===== src/rtl/orthonormal_color_transform_assert.svh =====
// assertion macros, sampled on clk and held off while rst_n is low
`ifndef ORTHONORMAL_COLOR_TRANSFORM_ASSERT_SVH
`define ORTHONORMAL_COLOR_TRANSFORM_ASSERT_SVH

// same-cycle implication
`define OCT_ASSERT_IMP(label, ante, cons, msg) \
  label: assert property (@(posedge clk) disable iff (!rst_n) (ante) |-> (cons)) \
    else $error(msg);

// next-cycle implication
`define OCT_ASSERT_NXT(label, ante, cons, msg) \
  label: assert property (@(posedge clk) disable iff (!rst_n) (ante) |=> (cons)) \
    else $error(msg);

`endif


===== src/rtl/oct_pkg.sv =====
package oct_pkg;

  localparam int COEF_W      = 17;
  localparam int FRAC_SHIFT  = 15;
  localparam int CFG_INDEX_W = 1;
  localparam int CFG_DATA_W  = 2;

  typedef logic signed [COEF_W-1:0] coef_t;
  typedef coef_t [3:0]              coef_row_t;
  typedef coef_row_t [3:0]          coef_mat_t;

  typedef struct packed {
    logic s2;
    logic s3;
    logic s4;
  } pipe_en_t;

  localparam logic [CFG_INDEX_W-1:0] REG_DIRECTION    = 1'b0;
  localparam logic [CFG_INDEX_W-1:0] REG_CHANNEL_MODE = 1'b1;

  localparam logic [1:0] MODE_PASS  = 2'd0;
  localparam logic [1:0] MODE_THREE = 2'd1;
  localparam logic [1:0] MODE_FOUR  = 2'd2;

  localparam logic DIR_FORWARD = 1'b0;
  localparam logic DIR_INVERSE = 1'b1;

  // Q2.15 coefficients, unity only for passthrough
  localparam coef_t C_ONE = 17'sd32768;
  localparam coef_t C_R3  = 17'sd18919;
  localparam coef_t C_R2  = 17'sd23170;
  localparam coef_t C_R6  = 17'sd13378;
  localparam coef_t C_T6  = 17'sd26755;
  localparam coef_t C_H   = 17'sd16384;

  function automatic coef_mat_t coef_matrix(input logic [1:0] mode, input logic dir);
    coef_mat_t m;
    m = '0;
    unique case (mode)
      MODE_PASS: begin
        m[0][0] = C_ONE;
        m[1][1] = C_ONE;
        m[2][2] = C_ONE;
      end
      MODE_THREE: begin
        if (dir == DIR_INVERSE) begin
          m[0][0] = C_R3; m[0][1] = C_R2;  m[0][2] = C_R6;
          m[1][0] = C_R3; m[1][1] = '0;    m[1][2] = -C_T6;
          m[2][0] = C_R3; m[2][1] = -C_R2; m[2][2] = C_R6;
        end else begin
          m[0][0] = C_R3; m[0][1] = C_R3;  m[0][2] = C_R3;
          m[1][0] = C_R2; m[1][1] = '0;    m[1][2] = -C_R2;
          m[2][0] = C_R6; m[2][1] = -C_T6; m[2][2] = C_R6;
        end
      end
      default: begin
        if (dir == DIR_INVERSE) begin
          m[0][0] = C_H; m[0][1] = '0;    m[0][2] = -C_H; m[0][3] = -C_R2;
          m[1][0] = C_H; m[1][1] = C_R2;  m[1][2] = C_H;  m[1][3] = '0;
          m[2][0] = C_H; m[2][1] = -C_R2; m[2][2] = C_H;  m[2][3] = '0;
          m[3][0] = C_H; m[3][1] = '0;    m[3][2] = -C_H; m[3][3] = C_R2;
        end else begin
          m[0][0] = C_H;   m[0][1] = C_H;  m[0][2] = C_H;   m[0][3] = C_H;
          m[1][0] = '0;    m[1][1] = C_R2; m[1][2] = -C_R2; m[1][3] = '0;
          m[2][0] = -C_H;  m[2][1] = C_H;  m[2][2] = C_H;   m[2][3] = -C_H;
          m[3][0] = -C_R2; m[3][1] = '0;   m[3][2] = '0;    m[3][3] = C_R2;
        end
      end
    endcase
    return m;
  endfunction

endpackage


===== src/rtl/oct_row.sv =====
module oct_row
  import oct_pkg::*;
#(
  parameter int SAMPLE_WIDTH = 20
) (
  input  logic                           clk,
  input  pipe_en_t                       en,
  input  logic signed [SAMPLE_WIDTH-1:0] sample [4],
  input  coef_row_t                      coef,
  output logic signed [SAMPLE_WIDTH-1:0] result,
  output logic                           clip
);

  localparam int PROD_W = SAMPLE_WIDTH + COEF_W;
  localparam int ACC_W  = PROD_W + 2;
  localparam int Q_W    = ACC_W - FRAC_SHIFT;

  logic signed [PROD_W-1:0]       prod_r [4];
  logic signed [PROD_W-1:0]       prod_nxt [4];
  logic signed [ACC_W-1:0]        acc_r;
  logic signed [ACC_W-1:0]        acc_nxt;
  logic signed [ACC_W-1:0]        rnd;
  logic signed [Q_W-1:0]          q;
  logic signed [Q_W-1:0]          max_q;
  logic signed [Q_W-1:0]          min_q;
  logic signed [SAMPLE_WIDTH-1:0] result_r;
  logic signed [SAMPLE_WIDTH-1:0] result_nxt;
  logic                           clip_r;
  logic                           clip_nxt;

  always_comb begin
    for (int j = 0; j < 4; j++) begin
      prod_nxt[j] = PROD_W'(sample[j]) * PROD_W'($signed(coef[j]));
    end
  end

  assign acc_nxt = ACC_W'(prod_r[0]) + ACC_W'(prod_r[1]) + ACC_W'(prod_r[2])
                 + ACC_W'(prod_r[3]);

  // round half up, then clip to the sample range
  assign rnd   = acc_r + ACC_W'(1 << (FRAC_SHIFT - 1));
  assign q     = Q_W'(rnd >>> FRAC_SHIFT);
  assign max_q = {{(Q_W-SAMPLE_WIDTH+1){1'b0}}, {(SAMPLE_WIDTH-1){1'b1}}};
  assign min_q = {{(Q_W-SAMPLE_WIDTH+1){1'b1}}, {(SAMPLE_WIDTH-1){1'b0}}};

  always_comb begin
    priority if (q > max_q) begin
      result_nxt = max_q[SAMPLE_WIDTH-1:0];
      clip_nxt   = 1'b1;
    end else if (q < min_q) begin
      result_nxt = min_q[SAMPLE_WIDTH-1:0];
      clip_nxt   = 1'b1;
    end else begin
      result_nxt = q[SAMPLE_WIDTH-1:0];
      clip_nxt   = 1'b0;
    end
  end

  always_ff @(posedge clk) begin
    if (en.s2) begin
      prod_r <= prod_nxt;
    end
    if (en.s3) begin
      acc_r <= acc_nxt;
    end
    if (en.s4) begin
      result_r <= result_nxt;
      clip_r   <= clip_nxt;
    end
  end

  assign result = result_r;
  assign clip   = clip_r;

endmodule


===== config.mk =====
export PLATFORM = sky130hd
export DESIGN_NAME = oct_row
export DESIGN_NICKNAME = d
export VERILOG_FILES = /design/src/rtl/orthonormal_color_transform_assert.svh /design/src/rtl/oct_pkg.sv /design/src/rtl/oct_row.sv
export SDC_FILE = /design/constraint.sdc
export NUM_CORES = 2
export LEC_CHECK = 0
export ABC_AREA = 1
export BUFFER_PORTS_ARGS = -buffer_cell sky130_fd_sc_hd__clkbuf_2
export CAP_MARGIN = 20
export CORE_MARGIN = 4
export CORE_UTILIZATION = 52
export DETAILED_ROUTE_END_ITERATION = 10
export HOLD_SLACK_MARGIN = 0.12
export PLACE_DENSITY = 0.71
export SYNTH_ARGS = -nofsm -noshare
export SYNTH_HDL_FRONTEND = slang
export SYNTH_SLANG_ARGS = --single-unit

===== constraint.sdc =====
create_clock -name clk -period 5.85 [get_ports clk]
set_clock_uncertainty 0.05 [all_clocks]
set_input_delay 0.8775 -clock clk [delete_from_list [all_inputs] [get_ports clk]]
set_output_delay 0.8775 -clock clk [all_outputs]
set_load 0.01 [all_outputs]

# [Yosys cells after proc, flatten, opt, wreduce, memory -nomap -nowiden]
# Index checks and enable logic that the tools add are counted.
# W data, S select, Z words.
[totals] reg_bits=208 inputBits=152 output_inout_bits=21 word_cells=19
[op_classes] addsub=4 n_mul=4 order_cmp=2 n_mux=2
[ops] cell="$mul A20 B17 Y37" n=4
[ops] cell="$add A38 B37 Y39" n=1
[ops] cell="$add A39 B16 Y39 const B" n=1
[ops] cell="$add A39 B37 Y39" n=1
[ops] cell="$add A37 B37 Y38" n=1
[ops] cell="$gt A24 B20 Y1 const B" n=1
[ops] cell="$lt A24 B20 Y1 const B" n=1
[ops] cell="$mux W20" n=1
[ops] cell="$mux W1" n=1

# [Depth between registers and ports, before layout]
[depth] depth_word=3 mapped_depth=28

# [Worst setup path after synthesis]
# OpenSTA, ideal clock, no wires.
[synth_timing] path_type="input to register" startpoint="input port sample[39] (netlist name)" endpoint="register prod_r[72] (netlist name) (data pin)" setup_time_ns=0.252 arrival_ns=6.099 required_ns=5.548 setup_slack_ns=-0.552 stages=23 path_cell_list="clkbuf_1 -> clkbuf_1 -> nand2_1 -> inv_1 -> fa_1 -> fa_1 -> inv_1 -> fa_1 -> fa_1 -> fa_1 -> fa_1 -> inv_1 -> ha_1 -> a21oi_1 -> inv_1 -> nor2_1 -> nor2_1 -> nor2_1 -> nand2_1 -> a21oi_1 -> nand2_1 -> nand2_1 -> nand2_1"
[synth_lines] element="start, declared" line_no="oct_row.sv:8" source="input logic signed [SAMPLE_WIDTH-1:0] sample [4],"
[synth_lines] element="end signal, assigned" line_no="oct_row.sv:61" source="prod_r <= prod_nxt;"
[synth_lines] element="end, declared" line_no="oct_row.sv:18" source="logic signed [PROD_W-1:0] prod_r [4];"

==> results.py <==
metrics = {
    "cts": {
        "cts_buffers": 17,
        "cts_hold_buf": 0,
        "cts-htree-levels": 4,
        "cts.path.max_buffers": 2,
        "cts.clk_slew.worst_paths_ns": 0.07,
        "cts_tree": "done",
        "cts_root_buffer": "clkbuf_16",
        "insertion_delay_ns": 0.47,
        "cts.sinks": 194,
    },
    "hold_path": {
        "hold_end": "result[19]",
        "min_path_type": "reg -> reg",
        "whs_path_depth": 2,
        "worst_hold_startpoint": "acc_r[38]",
    },
    "die": {
        "start_util": 0.5261,
        "core_mm2": 0.1206,
        "row_count": 127,
        "die_w_um": 357.3,
        "die-area_mm2": 0.1277,
        "die_h_um": 357.3,
        "ioPinCount": 173,
    },
    "sta": {
        "drv_slew": 0,
        "fmax_mhz": 173.1,
        "finalWorstSetupSlack_ns": 0.07370,
        "hold_violations": 0,
        "rsz0062_at_grt": "yes",
        "tns_ns": 0,
        "setup_viol": 0,
        "timing.final.crit_share": 0.9874,
        "finalCriticalPeriod_ns": 5.776,
        "max_slew_margin": 0.5223,
        "tightest_slew_ns": 0.7090,
    },
    "setup_path": {
        "path_common_cell": "fa_1",
        "reg2reg_depth": 11,
        "worst_ep_arrival_time_ns": 5.93,
        "r2r-end": "acc_r[32]",
        "critPathSlowestCell": "fa_2",
        "r2r-start": "prod_r[52]",
        "crit_path_start": "coef[36]",
        "cp-start-kind": "primary input",
        "cpPeakStageDelay_ns": 0.66,
        "end_kind": "flip-flop",
        "ff2ff_setup_slack_ns": 2.27,
        "path_class": "in -> reg",
        "path_cells": "buf_2 > buf_12 > nand2_2 > inv_2 > fa_2 > fa_2 > buf_6 > fa_1 > fa_1 > fa_1 > fa_1 > ha_2 > nand2_1 > nor3_1 > buf_4 > nand3_2 > nand3_1 > nand2_2",
        "crit_fanout": 8,
        "required_ns": 6.00,
    },
    "final_layout": {
        "area_delta_synth_final_pct": 17.25,
        "post-route-cell-area_mm2": 0.07440,
        "final_cells": 10170,
        "drive_gt1_frac": 0.1602,
        "nets": 10530,
    },
    "logic_synthesis": {
        "synth_edf_count": 194,
        "async_flop_share": 0,
        "syn_area_per_cell_um2": 8.088,
        "synth-seq-area-share": 0.09181,
        "synth.distinct_cells": 34,
        "yosys_warnings": 0,
        "yosys_register_bits": 194,
        "synth_ff_type": "edfxtp_1",
        "synthCells": 7845,
        "synth_nets": 9836,
        "netlist_area_mm2": 0.06345,
    },
    "place": {
        "portBuffers": 172,
        "post-dp-hpwl_um": 148800,
        "placed_area_mm2": 0.07178,
        "post-place-ws_ns": -0.6337,
        "gp_congestion": 0.9556,
        "placed_cells": 10110,
    },
    "detailed_routing": {
        "routed-via-count": 50430,
        "via_per_inst": 4.960,
        "firstDrtPassIters": 8,
        "drc": 0,
        "postRouteWirelength_um": 166700,
        "detail_route.iter0.violations": 3257,
        "postRouteAntennaNets": 0,
        "wl_per_cell_um": 16.40,
    },
    "flow_run": {
        "max_cap_violations": 0,
    },
    "grt": {
        "globalRouteOverflowTotal": 0,
        "antenna_found_initial": 3,
        "grt_max_degree": 60,
        "grt_pass1_vias": 53610,
        "grt_usage": 0.2704,
        "grt_pass1_wl_um": 275200,
    },
    "outcome": {
        "status": "finished clean",
    },
}
cells in the final DEF, fill, tap and decap left out, types with 12 or more instances in the layout:
master     count
clkbuf_16     18
ha_1         326
nand2_1     1977
o21ai_2       16
or2_2         21
xor2_1       109
o21ai_0       67
nand4_1       30
clkbuf_2      82
nor2_1       269
fa_1        1413
a21o_1        22
nand2_2       46
nor2_2        58
nand3_1      143
buf_12        47
buf_2         16
xnor2_1       33
o21ai_1       13
fa_2          25
inv_1       2359
buf_6         12
a21oi_1      113
buf_4        758
inv_2         13
nand3b_1      13
clkbuf_4      55
nor3_1        19
ha_4          68
o21bai_1      37
a21oi_2       52
edfxtp_1     194
repair_timing:
item                       CTS  global route
gates resized for setup     38           472
setup endpoints to repair   18            86
pin swaps                    5            90
setup buffers                6            20
gates cloned                 0             1
metal layers:
layer  vias up  GRT usage  part of all wire
li1      23630          -                 -
met4         0    0.04700             0.018
met5         -          0                 0
met1     25290     0.3793              0.43
met2      1304     0.4657              0.50
met3       207    0.02631             0.052
kinds of logic (layout without fill, tap and decap cells):
family	count (synthesis)	after routing	synth area share
buffers and inverters	2673	3380	0.1586
flip-flops	194	194	0.09181
AND/OR/NAND/NOR	2623	2623	0.1631
adder cells (fa/ha/maj)	1839	1839	0.5328
XOR/XNOR	146	146	0.02015
other	0	3	0
AO/OA/AOI/OAI	370	370	0.03358
layout make-up:
class / instances / area [µm²]
diodes: 3 / 7.507
clock buffers: 18 / 429.2
clock inverters: 14 / 137.6
fillers: 10440 / 46210
inverters: 2373 / 8911
multi-input cells: 4978 / 49320
flip-flops and latches: 194 / 5826
well taps: 1612 / 2017
repair buffers: 975 / 7752
synthesized netlist by cell type (all sizes together) (41+ instances only):
cell    number  share of area
inv       2373           0.14
nand2     2026           0.12
fa        1438           0.45
ha         401          0.079
nor2       335          0.020
clkbuf     296          0.018
edfxtp     194          0.092
a21oi      166          0.013
nand3      154          0.012
xor2       113          0.016
o21ai       96         0.0079
o21bai      41         0.0049
how the worst max path moves through the flow:
stage,end,slack [ns],depth (start not counted)
after floorplan,prod_r[147],-0.01,23
after global placement,prod_r[69],-0.63,20
after detailed placement,prod_r[147],-0.63,22
after CTS,prod_r[105],0.003,21
after global routing,prod_r[104],-0.04,26
final,prod_r[70],0.07,18
critical path, delay by kind of cell:
| kind | cells | cell delay (ns) |
|---|---|---|
| and+or+nand+nor | 6 | 0.77 |
| adders and majority gates | 7 | 3.58 |
| buffers and inverters | 5 | 0.70 |
sequential cells by signal (all words and copies together) (netlist names):
signal / flops
acc_r: 25
clip: 1
prod_r: 148
result: 20
per-stage QoR:
| stage | hold slack [ns] | utilization |
|---|---|---|
| 2_1_floorplan | 0.5348 | - |
| 3_3_place_gp | 0.6190 | 0.5951 |
| 3_5_place_dp | 0.6074 | 0.5951 |
| 4_1_cts | 0.6350 | 0.6014 |
| 5_1_grt | 0.6808 | 0.6169 |
| 6_report | 0.6321 | 0.6169 |
Power is left out: the tool's default activity adds up to more than one toggle a clock period on the data nets, which glitch-free logic cannot reach.
